## config.mk

```make
export PLATFORM = sky130hd
export DESIGN_NAME = depth_mask_centroid_core_flat
export DESIGN_NICKNAME = d
export VERILOG_FILES = /design/src/rtl/dmc_pkg.sv /design/src/rtl/dmc_if.sv /design/src/rtl/dmc_ctrl.sv /design/src/rtl/dmc_datapath.sv /design/src/rtl/depth_mask_centroid_core.sv /design/src/flat_wrapper.sv
export SDC_FILE = /design/constraint.sdc
export NUM_CORES = 1
export LEC_CHECK = 0
export ABC_AREA = 1
export BUFFER_PORTS_ARGS = -buffer_cell sky130_fd_sc_hd__buf_2
export CAP_MARGIN = 20
export CORE_MARGIN = 2
export CORE_UTILIZATION = 25
export CTS_CLUSTER_SIZE = 25
export DETAILED_ROUTE_END_ITERATION = 10
export GPL_TIMING_DRIVEN = 0
export PLACE_DENSITY_LB_ADDON = 0.15
export SYNTH_ARGS = -nofsm -noshare
export SYNTH_HDL_FRONTEND = slang
export SYNTH_SLANG_ARGS = --single-unit
```

## constraint.sdc

```tcl
create_clock -name clk_i -period 5.3 [get_ports clk_i]
set_input_delay 0.53 -clock clk_i [delete_from_list [all_inputs] [get_ports clk_i]]
set_output_delay 0.53 -clock clk_i [all_outputs]
set_load 0.005 [all_outputs]
```

## src/rtl/dmc_pkg.sv

```systemverilog
// Package for the depth mask centroid block: widths, limits, controller
// states and the command/status structs between controller and datapath.
// No dependencies.
package dmc_pkg;

  localparam int unsigned DepthW = 16;
  localparam int unsigned IdxW   = 10;
  localparam int unsigned SumW   = 30;
  localparam int unsigned CntW   = 21;
  localparam int unsigned LimW   = 13;

  localparam logic [LimW-1:0] MaxRows    = LimW'(1024);
  localparam logic [LimW-1:0] MaxCols    = LimW'(1024);
  localparam logic [CntW-1:0] FgCountCap = CntW'(1 << 20);

  localparam int unsigned DivSteps = IdxW;
  localparam int unsigned StepW    = 4;
  localparam logic [StepW-1:0] DivStepInit = StepW'(DivSteps - 1);

  typedef enum logic [1:0] {
    StIdle,
    StDivide,
    StEmit
  } dmc_state_e;

  typedef struct packed {
    logic take;
    logic div_step;
    logic emit;
  } dmc_cmd_t;

  typedef struct packed {
    logic slot_free;
    logic div_req;
    logic div_done;
  } dmc_sts_t;

endpackage

```

## src/rtl/dmc_if.sv

```systemverilog
// Valid/ready channel interfaces for pixels in and results out.
// Depends on dmc_pkg for field widths.
interface dmc_pix_if;
  import dmc_pkg::*;
  logic              valid;
  logic              ready;
  logic [DepthW-1:0] pixel_depth;
  logic [IdxW-1:0]   pixel_row;
  logic [IdxW-1:0]   pixel_col;
  logic              frame_last;

  modport source (output valid, pixel_depth, pixel_row, pixel_col, frame_last,
                  input ready);
  modport sink   (input valid, pixel_depth, pixel_row, pixel_col, frame_last,
                  output ready);
endinterface

interface dmc_res_if;
  import dmc_pkg::*;
  logic            valid;
  logic            ready;
  logic            foreground;
  logic            centroid_valid;
  logic [IdxW-1:0] center_row;
  logic [IdxW-1:0] center_col;

  modport source (output valid, foreground, centroid_valid, center_row, center_col,
                  input ready);
  modport sink   (input valid, foreground, centroid_valid, center_row, center_col,
                  output ready);
endinterface

```

## src/rtl/dmc_ctrl.sv

```systemverilog
// Controller for the depth mask centroid block: accept, divide, emit.
// Depends on dmc_pkg.
module dmc_ctrl (
  input  logic              clk_i,
  input  logic              rst_ni,
  input  logic              pix_valid_i,
  output logic              pix_ready_o,
  input  dmc_pkg::dmc_sts_t sts_i,
  output dmc_pkg::dmc_cmd_t cmd_o,
  output dmc_pkg::dmc_state_e state_o
);
  import dmc_pkg::*;

  dmc_state_e state_q, state_d;

  always_ff @(posedge clk_i or negedge rst_ni) begin
    if (!rst_ni) begin
      state_q <= StIdle;
    end else begin
      state_q <= state_d;
    end
  end

  always_comb begin
    state_d = state_q;
    unique case (state_q)
      StIdle: begin
        if (cmd_o.take && sts_i.div_req) begin
          state_d = StDivide;
        end
      end
      StDivide: begin
        if (sts_i.div_done) begin
          state_d = StEmit;
        end
      end
      StEmit: begin
        if (sts_i.slot_free) begin
          state_d = StIdle;
        end
      end
      default: state_d = StIdle;
    endcase
  end

  always_comb begin
    pix_ready_o    = 1'b0;
    cmd_o          = '0;
    unique case (state_q)
      StIdle: begin
        pix_ready_o = sts_i.slot_free;
        cmd_o.take  = pix_valid_i && sts_i.slot_free;
      end
      StDivide: begin
        cmd_o.div_step = 1'b1;
      end
      StEmit: begin
        cmd_o.emit = sts_i.slot_free;
      end
      default: begin
        pix_ready_o = 1'b0;
      end
    endcase
  end

  assign state_o = state_q;

endmodule

```

## src/rtl/dmc_datapath.sv

```systemverilog
// Datapath: threshold register, accumulators, shared restoring divider
// and the result register. Depends on dmc_pkg.
module dmc_datapath (
  input  logic                     clk_i,
  input  logic                     rst_ni,
  input  logic                     cfg_we_i,
  input  logic [dmc_pkg::DepthW-1:0] cfg_wdata_i,
  input  logic [dmc_pkg::DepthW-1:0] pixel_depth_i,
  input  logic [dmc_pkg::IdxW-1:0] pixel_row_i,
  input  logic [dmc_pkg::IdxW-1:0] pixel_col_i,
  input  logic                     frame_last_i,
  input  dmc_pkg::dmc_cmd_t        cmd_i,
  output dmc_pkg::dmc_sts_t        sts_o,
  output logic                     res_valid_o,
  input  logic                     res_ready_i,
  output logic                     foreground_o,
  output logic                     centroid_valid_o,
  output logic [dmc_pkg::IdxW-1:0] center_row_o,
  output logic [dmc_pkg::IdxW-1:0] center_col_o
);
  import dmc_pkg::*;

  logic [DepthW-1:0] thresh_q;
  logic [SumW-1:0]   row_sum_q, col_sum_q, row_sum_d, col_sum_d;
  logic [CntW-1:0]   cnt_q, cnt_d;
  logic [IdxW-1:0]   held_row_q, held_col_q;
  logic              out_valid_q;

  logic [SumW-1:0]   rem_row_q, rem_col_q, dsh_q;
  logic [IdxW-1:0]   quo_row_q, quo_col_q;
  logic [StepW-1:0]  step_q;
  logic              fg_pend_q;
  logic              out_fg_q, out_cv_q;
  logic [IdxW-1:0]   out_row_q, out_col_q;

  logic fg, inc, row_ge, col_ge, load_pix;
  logic [IdxW-1:0] quo_row_nx, quo_col_nx;

  assign fg  = pixel_depth_i <= thresh_q;
  assign inc = fg && ({{(LimW-IdxW){1'b0}}, pixel_row_i} < MaxRows)
                  && ({{(LimW-IdxW){1'b0}}, pixel_col_i} < MaxCols)
                  && (cnt_q < FgCountCap);

  assign row_sum_d = inc ? row_sum_q + {{(SumW-IdxW){1'b0}}, pixel_row_i} : row_sum_q;
  assign col_sum_d = inc ? col_sum_q + {{(SumW-IdxW){1'b0}}, pixel_col_i} : col_sum_q;
  assign cnt_d     = inc ? cnt_q + CntW'(1) : cnt_q;

  assign row_ge     = rem_row_q >= dsh_q;
  assign col_ge     = rem_col_q >= dsh_q;
  assign quo_row_nx = {quo_row_q[IdxW-2:0], row_ge};
  assign quo_col_nx = {quo_col_q[IdxW-2:0], col_ge};

  assign sts_o.slot_free = !out_valid_q || res_ready_i;
  assign sts_o.div_req   = frame_last_i && (cnt_d != '0);
  assign sts_o.div_done  = step_q == '0;

  assign load_pix = cmd_i.take && !sts_o.div_req;

  always_ff @(posedge clk_i or negedge rst_ni) begin
    if (!rst_ni) begin
      thresh_q    <= '0;
      row_sum_q   <= '0;
      col_sum_q   <= '0;
      cnt_q       <= '0;
      held_row_q  <= '0;
      held_col_q  <= '0;
      out_valid_q <= 1'b0;
    end else begin
      if (cfg_we_i) begin
        thresh_q <= cfg_wdata_i;
      end
      if (cmd_i.take) begin
        if (frame_last_i) begin
          row_sum_q <= '0;
          col_sum_q <= '0;
          cnt_q     <= '0;
        end else begin
          row_sum_q <= row_sum_d;
          col_sum_q <= col_sum_d;
          cnt_q     <= cnt_d;
        end
      end
      if (cmd_i.div_step && sts_o.div_done) begin
        held_row_q <= quo_row_nx;
        held_col_q <= quo_col_nx;
      end
      if (load_pix || cmd_i.emit) begin
        out_valid_q <= 1'b1;
      end else if (res_ready_i) begin
        out_valid_q <= 1'b0;
      end
    end
  end

  always_ff @(posedge clk_i) begin
    if (cmd_i.take && sts_o.div_req) begin
      rem_row_q <= row_sum_d;
      rem_col_q <= col_sum_d;
      dsh_q     <= {cnt_d, {(SumW-CntW){1'b0}}};
      step_q    <= DivStepInit;
      fg_pend_q <= fg;
    end else if (cmd_i.div_step) begin
      if (row_ge) begin
        rem_row_q <= rem_row_q - dsh_q;
      end
      if (col_ge) begin
        rem_col_q <= rem_col_q - dsh_q;
      end
      quo_row_q <= quo_row_nx;
      quo_col_q <= quo_col_nx;
      dsh_q     <= dsh_q >> 1;
      step_q    <= step_q - StepW'(1);
    end
    if (load_pix) begin
      out_fg_q  <= fg;
      out_cv_q  <= 1'b0;
      out_row_q <= held_row_q;
      out_col_q <= held_col_q;
    end else if (cmd_i.emit) begin
      out_fg_q  <= fg_pend_q;
      out_cv_q  <= 1'b1;
      out_row_q <= held_row_q;
      out_col_q <= held_col_q;
    end
  end

  assign res_valid_o      = out_valid_q;
  assign foreground_o     = out_fg_q;
  assign centroid_valid_o = out_cv_q;
  assign center_row_o     = out_row_q;
  assign center_col_o     = out_col_q;

endmodule

```

## src/rtl/depth_mask_centroid_core.sv

```systemverilog
// Depth mask centroid: one result per depth pixel, centroid at frame end.
// Channels: pix_i takes a pixel transaction (depth, row, col, frame_last);
// res_o gives one result transaction per pixel (foreground, centroid_valid,
// held center row/col). Both are valid/ready channels.
// Configuration: cfg_we_i writes cfg_wdata_i into the depth threshold.
// A pixel with depth at or below the threshold is foreground; its row and
// column are summed and counted.
// Flow: an ordinary pixel's result is registered and appears in the cycle
// after acceptance, and a new pixel is taken each cycle while res_o drains
// (one per cycle). A frame-last pixel whose frame had foreground runs the
// restoring divider (one quotient bit per cycle for row and column together),
// then waits in the emit state until res_o has room before its result is
// registered; pixels are not taken meanwhile.
// Reset clears threshold, sums, count and held centroid, and empties res_o.
// When the receiver stalls, the result register holds and pix_i.ready drops.
// Depends on dmc_pkg, dmc_if, dmc_ctrl and dmc_datapath.
module depth_mask_centroid_core (
  input  logic                       clk_i,
  input  logic                       rst_ni,
  input  logic                       cfg_we_i,
  input  logic [dmc_pkg::DepthW-1:0] cfg_wdata_i,
  dmc_pix_if.sink                    pix_i,
  dmc_res_if.source                  res_o
);
  import dmc_pkg::*;

  dmc_cmd_t   cmd;
  dmc_sts_t   sts;
  dmc_state_e state;

  dmc_ctrl u_ctrl (
    .clk_i       (clk_i),
    .rst_ni      (rst_ni),
    .pix_valid_i (pix_i.valid),
    .pix_ready_o (pix_i.ready),
    .sts_i       (sts),
    .cmd_o       (cmd),
    .state_o     (state)
  );

  dmc_datapath u_datapath (
    .clk_i            (clk_i),
    .rst_ni           (rst_ni),
    .cfg_we_i         (cfg_we_i),
    .cfg_wdata_i      (cfg_wdata_i),
    .pixel_depth_i    (pix_i.pixel_depth),
    .pixel_row_i      (pix_i.pixel_row),
    .pixel_col_i      (pix_i.pixel_col),
    .frame_last_i     (pix_i.frame_last),
    .cmd_i            (cmd),
    .sts_o            (sts),
    .res_valid_o      (res_o.valid),
    .res_ready_i      (res_o.ready),
    .foreground_o     (res_o.foreground),
    .centroid_valid_o (res_o.centroid_valid),
    .center_row_o     (res_o.center_row),
    .center_col_o     (res_o.center_col)
  );

`ifndef SYNTH
  assert property (@(posedge clk_i) disable iff (!rst_ni)
    (state != StIdle) |-> !pix_i.ready)
    else $error("pixel ready outside idle");

  assert property (@(posedge clk_i) disable iff (!rst_ni)
    (cmd.take && sts.div_req) |=> (state == StDivide))
    else $error("frame end with foreground did not start divide");

  assert property (@(posedge clk_i) disable iff (!rst_ni)
    (cmd.emit) |=> (res_o.valid && res_o.centroid_valid))
    else $error("emit did not present a valid centroid");

  assert property (@(posedge clk_i) disable iff (!rst_ni)
    (state == StDivide) |=> !(res_o.valid && $rose(res_o.valid) && !res_o.centroid_valid))
    else $error("pixel result issued during divide");
`endif

endmodule
```

## src/flat_wrapper.sv

```systemverilog
// flat-port wrapper written by rule: the top's interface ports become plain ports
module depth_mask_centroid_core_flat import dmc_pkg::*;
  (clk_i, rst_ni, cfg_we_i, cfg_wdata_i, pix_i_valid, pix_i_pixel_depth, pix_i_pixel_row, pix_i_pixel_col, pix_i_frame_last, pix_i_ready, res_o_valid, res_o_foreground, res_o_centroid_valid, res_o_center_row, res_o_center_col, res_o_ready);
  dmc_pix_if pix_i_i ();
  dmc_res_if res_o_i ();
  input  logic clk_i;
  input  logic rst_ni;
  input  logic cfg_we_i;
  input  logic [dmc_pkg::DepthW-1:0] cfg_wdata_i;
  input wire logic [$bits(pix_i_i.valid)-1:0] pix_i_valid;
  input wire logic [$bits(pix_i_i.pixel_depth)-1:0] pix_i_pixel_depth;
  input wire logic [$bits(pix_i_i.pixel_row)-1:0] pix_i_pixel_row;
  input wire logic [$bits(pix_i_i.pixel_col)-1:0] pix_i_pixel_col;
  input wire logic [$bits(pix_i_i.frame_last)-1:0] pix_i_frame_last;
  output wire logic [$bits(pix_i_i.ready)-1:0] pix_i_ready;
  output wire logic [$bits(res_o_i.valid)-1:0] res_o_valid;
  output wire logic [$bits(res_o_i.foreground)-1:0] res_o_foreground;
  output wire logic [$bits(res_o_i.centroid_valid)-1:0] res_o_centroid_valid;
  output wire logic [$bits(res_o_i.center_row)-1:0] res_o_center_row;
  output wire logic [$bits(res_o_i.center_col)-1:0] res_o_center_col;
  input wire logic [$bits(res_o_i.ready)-1:0] res_o_ready;
  assign pix_i_i.valid = pix_i_valid;
  assign pix_i_i.pixel_depth = pix_i_pixel_depth;
  assign pix_i_i.pixel_row = pix_i_pixel_row;
  assign pix_i_i.pixel_col = pix_i_pixel_col;
  assign pix_i_i.frame_last = pix_i_frame_last;
  assign pix_i_ready = pix_i_i.ready;
  assign res_o_valid = res_o_i.valid;
  assign res_o_foreground = res_o_i.foreground;
  assign res_o_centroid_valid = res_o_i.centroid_valid;
  assign res_o_center_row = res_o_i.center_row;
  assign res_o_center_col = res_o_i.center_col;
  assign res_o_i.ready = res_o_ready;
  depth_mask_centroid_core u_core (.clk_i(clk_i), .rst_ni(rst_ni), .cfg_we_i(cfg_we_i), .cfg_wdata_i(cfg_wdata_i), .pix_i(pix_i_i), .res_o(res_o_i));
endmodule
```

Word-level counts from Yosys, hierarchy flattened
Index checks and enable logic that the tools add are counted.
Cells by class
  reductions and logical operators: 22
  $lt $le $gt $ge: 4
  bitwise operators: 1
  eq/ne operators: 5
  mux-type cells: 30
  add/subtract/negate cells: 6
Operator list (number)
  two-way mux 30 bit: 12
  adder 30 x 10 -> 30 bit: 2
  >= comparator 30 bit: 2
  subtractor 30 bit: 2
  two-way mux 21 bit: 2
  two-way mux 10 bit: 4
  adder 21 x 1 -> 21 bit, second input constant: 1
  less-than comparator 21 bit, second input constant: 1
  nonzero test 21 bit: 1
  <= comparator 16 bit: 1
  nonzero test 2 bit: 5
  two-way mux 1 bit: 8
  logical AND 1 bit: 6
  two-way mux 2 bit: 3
  inequality test 2 bit, second input constant: 3
  case mux 2 bit (3 select lines): 1
  AND reduction 2 bit: 3
  zero test 4 bit: 1
  subtractor 4 x 1 -> 4 bit, second input constant: 1
  AND reduction 3 bit: 1
  == test 2 x 1 -> 1 bit, second input constant: 1
  == test 2 bit, second input constant: 1
  zero test 1 bit: 2
  zero test 2 bit: 1
  2 further kinds: 3
Storage, ports and cells
  logic and storage cells: 88
  flip-flop bits (word level): 255
  input port bits: 58

Depth between registers and ports, before layout
Gate-level depths: netlist of the first run.
  depth in word-level cells: 9
  depth in mapped cells: 26
  mapped depth without buffers: 24

Hierarchy
Synthesis of the first run repeated with hierarchy kept, for this count alone.
Second synthesis, totals
  cell total of the unflattened synthesis: 2208
  area, all modules: 16963.8 µm²
By module, submodules not included
  dmc_datapath: area an instance 16839.9 µm², cells an instance 2189, times used 1, sequential area each 6866.6 µm²
  dmc_ctrl: area an instance 123.9 µm², cells an instance 19, times used 1, sequential area each 50.0 µm²

Least setup slack after synthesis of the first run
Ideal clock, no wire load.
  kind: input port to flip-flop
  start point: in pix_i_pixel_depth[7]
  end point: reg u_core.u_datapath.rem_col_q[0], enable pin
  arrival time: 3080 ps
  data required time: 4913 ps
  slack: 1832 ps
  setup time: 387 ps
  stages on the path: 19
  path through: ha_1 > a21o_1 > nor2_1 > nand2_1 > nand2_1 > nand2_1 > nand2_1 > buf_6 > buf_6 > nand4_1 > nand2_1 > nor2_1 > nand2_1 > nor2_1 > nand2_2 > nand3_2 > buf_6 > buf_6 > nand2_1
On the way
  longest elaborated chain between the ends: 8
  elaborated cells on any way between the ends: 9
  classes of those cells: 1 x order compare; 1 x mux; 7 x reduce/logical
RTL lines
  from (decl): line flat_wrapper.sv:11  | input wire logic [$bits(pix_i_i.pixel_depth)-1:0] pix_i_pixel_depth;
  <= comparator 16 bit (*): line dmc_datapath.sv:39  | assign fg = pixel_depth_i <= thresh_q;
  via u_core.u_datapath.fg: line dmc_datapath.sv:36  | logic fg, inc, row_ge, col_ge, load_pix;
  logical AND 1 bit (*): line dmc_datapath.sv:42  | && (cnt_q < FgCountCap);
  two-way mux 21 bit (*): line dmc_datapath.sv:46  | assign cnt_d = inc ? cnt_q + CntW'(1) : cnt_q;
  nonzero test 21 bit (*): line dmc_datapath.sv:54  | assign sts_o.div_req = frame_last_i && (cnt_d != '0);
  logical AND 1 bit (*): line dmc_datapath.sv:54
  logical AND 1 bit (*): line dmc_datapath.sv:96  | if (cmd_i.take && sts_o.div_req) begin
  nonzero test 2 bit (no line)
  AND reduction 2 bit (no line) (*)
  to (signal assigned): line dmc_datapath.sv:98  | rem_col_q <= col_sum_d;
  to (signal assigned): line dmc_datapath.sv:107  | rem_col_q <= rem_col_q - dsh_q;
  to (decl): line dmc_datapath.sv:29  | logic [SumW-1:0] rem_row_q, rem_col_q, dsh_q;
The timed path passes the listed nets; every way through them passes the cells marked *.
A chain may end at the register's enable or synchronous reset.

Worst setup path in the final report of the first run
  start point: reg u_core.u_datapath.thresh_q[11]
  end point: reg u_core.u_datapath.dsh_q[13], enable pin
On the way
  longest elaborated chain between the ends: 7
RTL lines
  from (decl): line dmc_datapath.sv:23  | logic [DepthW-1:0] thresh_q;
  from (signal assigned): line dmc_datapath.sv:70  | thresh_q <= cfg_wdata_i;
  <= comparator 16 bit: line dmc_datapath.sv:39
  logical AND 1 bit: line dmc_datapath.sv:42
  two-way mux 21 bit: line dmc_datapath.sv:46
  nonzero test 21 bit: line dmc_datapath.sv:54
  logical AND 1 bit: line dmc_datapath.sv:54
  logical AND 1 bit: line dmc_datapath.sv:96
  nonzero test 2 bit (no line)
  to (signal assigned): line dmc_datapath.sv:99  | dsh_q <= {cnt_d, {(SumW-CntW){1'b0}}};
  to (signal assigned): line dmc_datapath.sv:111  | dsh_q <= dsh_q >> 1;
  to (decl): line dmc_datapath.sv:29
No other way between the ends.

==> results_dict.tcl, run 1 <==
set metrics [dict create \
    p_seq_share_pct 27.5 \
    dieArea_um2 69300 \
    hpwl_mm 45.8 \
    p_leak_nw 8.95 \
    synth_edf_count 121 \
    r2r-start "u_core.u_datapath.thresh_q[11]" \
    cts_buffer_depth 3 \
    maxCapViolCount 0 \
    setup_viol 0 \
    r2r_cells 18 \
    max_freq_mhz 232 \
    synth_area_um2 16800 \
    tightestPinTransition_ps 963 \
    critPathCapture "u_core.u_datapath.dsh_q[13]" \
    power_frac_comb_pct 55.7 \
    syn2layout_area_growth_pct 16.3 \
    worstReg2RegEnd "u_core.u_datapath.dsh_q[13]" \
    drive_above_1_share_pct 7.56 \
    ys.flop_type "edfxtp_1" \
    start_kind "flip-flop" \
    p_int_w 0.00741 \
    syn_inst 2181 \
    ys_types 41 \
    slew_viol_final 0 \
    endpoint_kind "flip-flop" \
    firstDrtPassIters 5 \
    worstPathArrival_ps 4490 \
    cts_sinks 255 \
    cts_buffers 34 \
    start_util_pct 25.2 \
    grt_max_degree 78 \
    crit_fanout 21 \
    num-fill-cells 7323 \
    rows 95 \
    cts-root-buf "clkbuf_16" \
    cts_resized 0 \
    vias 14978 \
    switching_share_pct 46.8 \
    hold_class "input port to flip-flop" \
    gp_congestion 0.927 \
    grt_pass1_vias 15149 \
    yosysWarningCount 0 \
    grt_antenna_before_repair 0 \
    syn_area_per_cell_um2 7.70 \
    finClkSkew_ps 38.5 \
    fin_crit_sh_pct 81.4 \
    rsz0062_at_grt "false" \
    worstSetupStartpoint "u_core.u_datapath.thresh_q[11]" \
    vias_per_cell 4.68 \
    p_per_area_nw_per_um2 713 \
    wire_per_inst_um 17.9 \
    slew_headroom_pct 35.6 \
    grt_use_total_pct 16.6 \
    grt-ovfl-total 0 \
    io_pins 82 \
    core_um2 66800 \
    reg2reg_setup_slack_ps 990 \
    async_reset_ff_share_pct 47.1 \
    cts_tree "built" \
    io_buffers 81 \
    worst-setup-path-type "flip-flop to flip-flop" \
    fin_nets 2464 \
    setup_tns_ps 0 \
    final_cell_mix "nand2_1 (655), inv_1 (256), o21ai_0 (130)" \
    ctsHtreeMaxLevel 2 \
    ys_seq_elements 255 \
    pwr-share-clk_pct 16.8 \
    clk_pin_slew_ps 50 \
    finalHoldViolCount 0 \
    ir_drop_mv 0.293 \
    final_common_cell "nand2_1" \
    finalCriticalPeriod_ps 4310 \
    antenna_cells 0 \
    die_width_um 263 \
    utilization_pct 29.3 \
    routed_wl_mm 57.4 \
    hp-start "cfg_wdata_i[10]" \
    syn_nets 2341 \
    synth.yosys.seq_area_share_pct 41.2 \
    fp.dieH_um 263 \
    drc 0 \
    clock_latency_ps 560 \
    power_switching_w 0.00651 \
    grt_pass1_wl_mm 89.1 \
    worstPathRequired_ps 5470 \
    outcome "complete, no violations" \
    postRouteAntennaNets 0 \
    drt_iter0_markers 890 \
]
[synth_stat cells (7+ instances only)]
cell type | n | share of area (%)
a21o_1 | 8 | 0.36
a21oi_1 | 107 | 3.2
a22o_1 | 16 | 0.83
buf_1 | 7 | 0.16
buf_2 | 11 | 0.33
clkbuf_1 | 53 | 1.2
dfrtp_1 | 120 | 18
dfxtp_1 | 14 | 1.7
edfxtp_1 | 121 | 22
ha_1 | 98 | 7.3
inv_1 | 256 | 5.7
inv_2 | 8 | 0.18
nand2_1 | 655 | 15
nand3_1 | 100 | 3.0
nand4_1 | 101 | 3.8
nor2_1 | 121 | 2.7
nor3_1 | 43 | 1.3
nor4_1 | 8 | 0.30
o21a_1 | 10 | 0.45
o21ai_0 | 130 | 3.9
o22ai_1 | 33 | 1.2
or2_2 | 8 | 0.30
xnor2_1 | 25 | 1.3
xor2_1 | 83 | 4.3
[cell families (layout without fill, tap and decap cells)]
group / after synthesis / after routing / share of synthesized area [%]
buffers and inverters: 340 / 488 / 7.90
multiplexers: 1 / 1 / 0.0670
flip-flops: 255 / 255 / 41.2
AO/OA/AOI/OAI: 329 / 329 / 11.0
XOR/XNOR: 108 / 108 / 5.63
AND/OR/NAND/NOR: 1046 / 1046 / 26.5
adder cells (fa/ha/maj): 102 / 102 / 7.77
[power by group through the flow]
stage	sequential [W]	combinational, W	clock [W]
finish	0.00383	0.00776	0.00234
global placement	0.00387	0.00762	0
CTS	0.00383	0.00780	0.00241
floorplan	0.00373	0.00554	0
detailed placement	0.00385	0.00774	0
global route	0.00392	0.00885	0.00248
[how the worst min path moves through the flow]
| stage | cells past startpoint | slack (ps) | end |
|---|---|---|---|
| floorplan | 0 | 230 | u_core.u_ctrl.state_o[0] |
| global placement | 0 | 430 | u_core.u_datapath.quo_col_q[2] |
| detailed placement | 2 | 430 | u_core.u_datapath.held_row_q[9] |
| CTS | 3 | 150 | u_core.u_datapath.thresh_q[3] |
| global route | 3 | 170 | u_core.u_datapath.thresh_q[3] |
| finish | 3 | 190 | u_core.u_datapath.thresh_q[10] |
[registers in the layout, summed over array words and instances (netlist names), 16 cells and up]
name	count
u_core.u_datapath.cnt_q	21
u_core.u_datapath.col_sum_q	30
u_core.u_datapath.dsh_q	30
u_core.u_datapath.rem_col_q	30
u_core.u_datapath.rem_row_q	30
u_core.u_datapath.row_sum_q	30
u_core.u_datapath.thresh_q	16
[layout make-up]
| type | count | area [µm²] | area share [%] |
|---|---|---|---|
| clock buffers | 48 | 965 | 4.94 |
| plain buffers | 76 | 337 | 1.72 |
| inverters | 264 | 991 | 5.07 |
| well taps | 873 | 1090 | 5.59 |
| flip-flops and latches | 255 | 6920 | 35.4 |
| repair buffers | 87 | 527 | 2.69 |
| clock inverters | 13 | 160 | 0.819 |
| multi-input cells | 1586 | 8560 | 43.8 |
[critical path: stages (launching register included)]
cell	delay, ps
dfrtp_1	320
inv_1	50
ha_1	290
nand2_1	60
inv_2	50
nand3_1	120
nor3_2	160
nand4_1	110
nand2_1	150
nand2_2	180
o21ai_0	610
nor2_1	90
nand3_1	90
nor2_1	50
nand2_2	220
nand3_2	260
buf_6	270
buf_6	170
nand2_1	650
[metrics by stage]
step                power [W]  hold slack [ps]  worst slack, ps  cells  instance area (µm²)
finish                 0.0139              188              986   3202                19500
global route           0.0153              170              650   3202                19500
CTS                    0.0140              151              980   3202                19500
detailed placement     0.0116              432              700   3140                18400
global placement       0.0115              433              342   3135                18300
floorplan             0.00927              234             1830   2181                16800
[metal layers]
metal / up-vias / wire length (µm) / GRT usage [%] / share of wire (%)
li1: 7549 / - / - / -
met1: 7134 / 26900 / 22.1 / 47
met2: 225 / 27100 / 28.2 / 47
met3: 70 / 1810 / 1.81 / 3.2
met4: 0 / 1560 / 4.93 / 2.7
met5: - / 0 / 0 / 0
[what timing repair did]
item / 4_1_cts / 5_1_grt
hold buffers: 1 / 0
buffers inserted: 0 / 0
endpoints found under the hold margin: 43 / 0
(Power assumes the default switching activity.)
==> inputs of run 2 (changes only) <==
- ABC_AREA: 1 -> 0
- clock period: 5.3 -> 3.67 ns (I/O delays scaled with it)
==> results_dict.tcl, run 2 <==
set metrics [dict create \
    ys_types 72 \
    syn_nets 1945 \
    fin_nets 2125 \
    hold_class "input port to flip-flop" \
    grt_pass1_wl_mm 84.7 \
    core_um2 64200 \
    num-fill-cells 6751 \
    vias 13817 \
    worstPathRequired_ps 3960 \
    rsz0062_at_grt "true" \
    p_leak_nw 8.27 \
    die_width_um 258 \
    hpwl_mm 40.2 \
    cts_buffer_depth 3 \
    synth_top_cell_area_share_pct 22.5 \
    max_freq_mhz 250 \
    grt_pass1_vias 13455 \
    ctsHtreeMaxLevel 2 \
    yosysWarningCount 0 \
    slew_viol_final 0 \
    gp_congestion 0.845 \
    finalCriticalPeriod_ps 4000 \
    critPathBufInv 7 \
    ys_seq_elements 255 \
    final_common_cell "nand2_1" \
    firstDrtPassIters 7 \
    maxCapViolCount 0 \
    cts-root-buf "clkbuf_16" \
    antenna_cells 0 \
    start_util_pct 25.2 \
    cts_sinks 255 \
    wire_per_inst_um 19.9 \
    violations "setup timing" \
    drt_iter0_markers 785 \
    rows 93 \
    grt_antenna_before_repair 0 \
    drive_above_1_share_pct 18.6 \
    synth_common_cells "nand2_1 (226), a21oi_1 (158), nor2_1 (151), o21ai_0 (148), edfxtp_1 (121)" \
    syn2layout_area_growth_pct 27.3 \
    finalHoldViolCount 0 \
    ir_drop_mv 0.482 \
    multi_input_area_um2 9460 \
    io_pins 82 \
    critPathSlowestCell "or4_4" \
    cp_slowest_stage_delay_ps 590 \
    crit_fanout 8 \
    fin_ws_ps -334 \
    worst-setup-path-type "flip-flop to flip-flop" \
    crit_family "compound AO/OA/AOI/OAI gates" \
    fp.dieH_um 258 \
    postRouteAntennaNets 0 \
    dieArea_um2 66800 \
    grt_max_degree 74 \
    hold-worst-slack_ps 42.0 \
    syn_area_per_cell_um2 9.06 \
    clock_latency_ps 570 \
    netlist_top_cells_area "edfxtp_1 (22%), dfrtp_1 (19%), ha_1 (7.6%), nand2_1 (5.2%), a21oi_1 (4.9%)" \
    outcome "complete, but fails checks" \
    syn_inst 1785 \
    endpoint_kind "flip-flop" \
    ys.flop_type "edfxtp_1" \
    vias_per_cell 4.85 \
    synth.yosys.seq_area_share_pct 42.8 \
    path_cells "inv_2 -> ha_4 -> nand3_4 -> or4_4 -> a21oi_2 -> o31a_1 -> buf_6 -> clkinvlp_4 -> a211oi_2 -> o221ai_2 -> a2111oi_4 -> a21o_1 -> buf_8 -> inv_6 -> buf_12 -> buf_12 -> a21o_4" \
    p_per_area_nw_per_um2 1000 \
    fin_crit_sh_pct 109 \
    grt_use_total_pct 16.7 \
    start_kind "flip-flop" \
    finClkSkew_ps 22.6 \
    routed_wl_mm 56.7 \
    seq_area_um2 6920 \
    clk_pin_slew_ps 50 \
    worstPathArrival_ps 4300 \
    total_power_w 0.0206 \
    synth_area_um2 16200 \
    drc 0 \
    cts_buffers 36 \
    setup_viol 179 \
    synth.most_common_cell "nand2_1" \
    final_cell_mix "nand2_1 (213), a21oi_1 (132), nor2_1 (131)" \
    grt-ovfl-total 0 \
    async_reset_ff_share_pct 47.1 \
    cts_tree "built" \
    tightestPinTransition_ps 1010 \
    synth_area_leader_cell "edfxtp_1" \
    cpMostUsedCell "buf_12" \
    io_buffers 81 \
    synth_edf_count 121 \
    slew_headroom_pct 32.8 \
]
run 2: metal layers:
metal	global-route usage, %	part of all wire (%)	vias up
li1	-	-	6784
met5	0	0	-
met3	2.06	3.4	77
met2	26.8	46	237
met1	23.4	47	6719
met4	5.22	3.0	0
run 2: timing repair:
| item | 4_1_cts | 5_1_grt |
|---|---|---|
| buffers inserted | 31 | 12 |
| cloned | 14 | 4 |
| hold buffers | 5 | 0 |
| setup endpoints to repair | 202 | 201 |
| gates resized for setup | 167 | 89 |
| hold endpoints to repair | 51 | 0 |
| pin swaps | 20 | 19 |
run 2: logic make-up after synthesis:
group	share of synthesized area (%)
AND/OR/NAND/NOR	17.0
AO/OA/AOI/OAI	17.7
flip-flops	42.8
buffers and inverters	4.32
XOR/XNOR	6.61
adder cells (fa/ha/maj)	8.08
multiplexers	3.56
run 2: final timing paths:
kind / startpoint / endpoint / slack [ps] / depth (start not counted)
worst max-delay path: u_core.u_datapath.thresh_q[7] / u_core.u_datapath.rem_col_q[3] / -330 / 17
worst min-delay path: cfg_wdata_i[12] / u_core.u_datapath.thresh_q[12] / 40 / 3
worst max register to register: u_core.u_datapath.thresh_q[7] / u_core.u_datapath.rem_col_q[3] / -330 / 17
worst min register to register: u_core.u_datapath.held_row_q[8] / u_core.u_datapath.center_row_o[8] / 440 / 0
max in group asynchronous: rst_ni / u_core.u_datapath.col_sum_q[8] / 2480 / 3
min in group asynchronous: rst_ni / u_core.u_datapath.held_col_q[6] / 340 / 2
run 2: worst min-delay path, cell delays in order:
cell	delay [ps]
buf_2	80
nand2_1	50
o21ai_0	60
run 2: area by class of cell:
cell class	instances	area share, %
flip-flops and latches	255	33.6
clock inverters	15	0.881
plain buffers	87	2.74
repair buffers	137	5.27
clock buffers	50	4.82
well taps	855	5.19
inverters	83	1.56
multi-input cells	1365	45.9
run 2: through the flow:
| step | cells | setup WS [ps] | cell area, µm² | setup TNS, ps | utilization [%] |
|---|---|---|---|---|---|
| detailed placement | 2723 | -1370 | 17800 | -225750 | 27.8 |
| CTS | 2835 | -373 | 20100 | -47310 | 31.3 |
| global placement | 2721 | -1340 | 17800 | -221930 | 27.7 |
| global route | 2847 | -495 | 20600 | -66270 | 32.1 |
| finish | 2847 | -334 | 20600 | -37660 | 32.1 |
| floorplan | 1785 | -54.7 | 16300 | -1640 | - |
run 2: where the power goes:
part | switching, W | leakage [nW] | internal (W)
registers | 0.000604 | 2.81 | 0.00476
logic | 0.00702 | 4.88 | 0.00468
clock network | 0.00143 | 0.570 | 0.00212
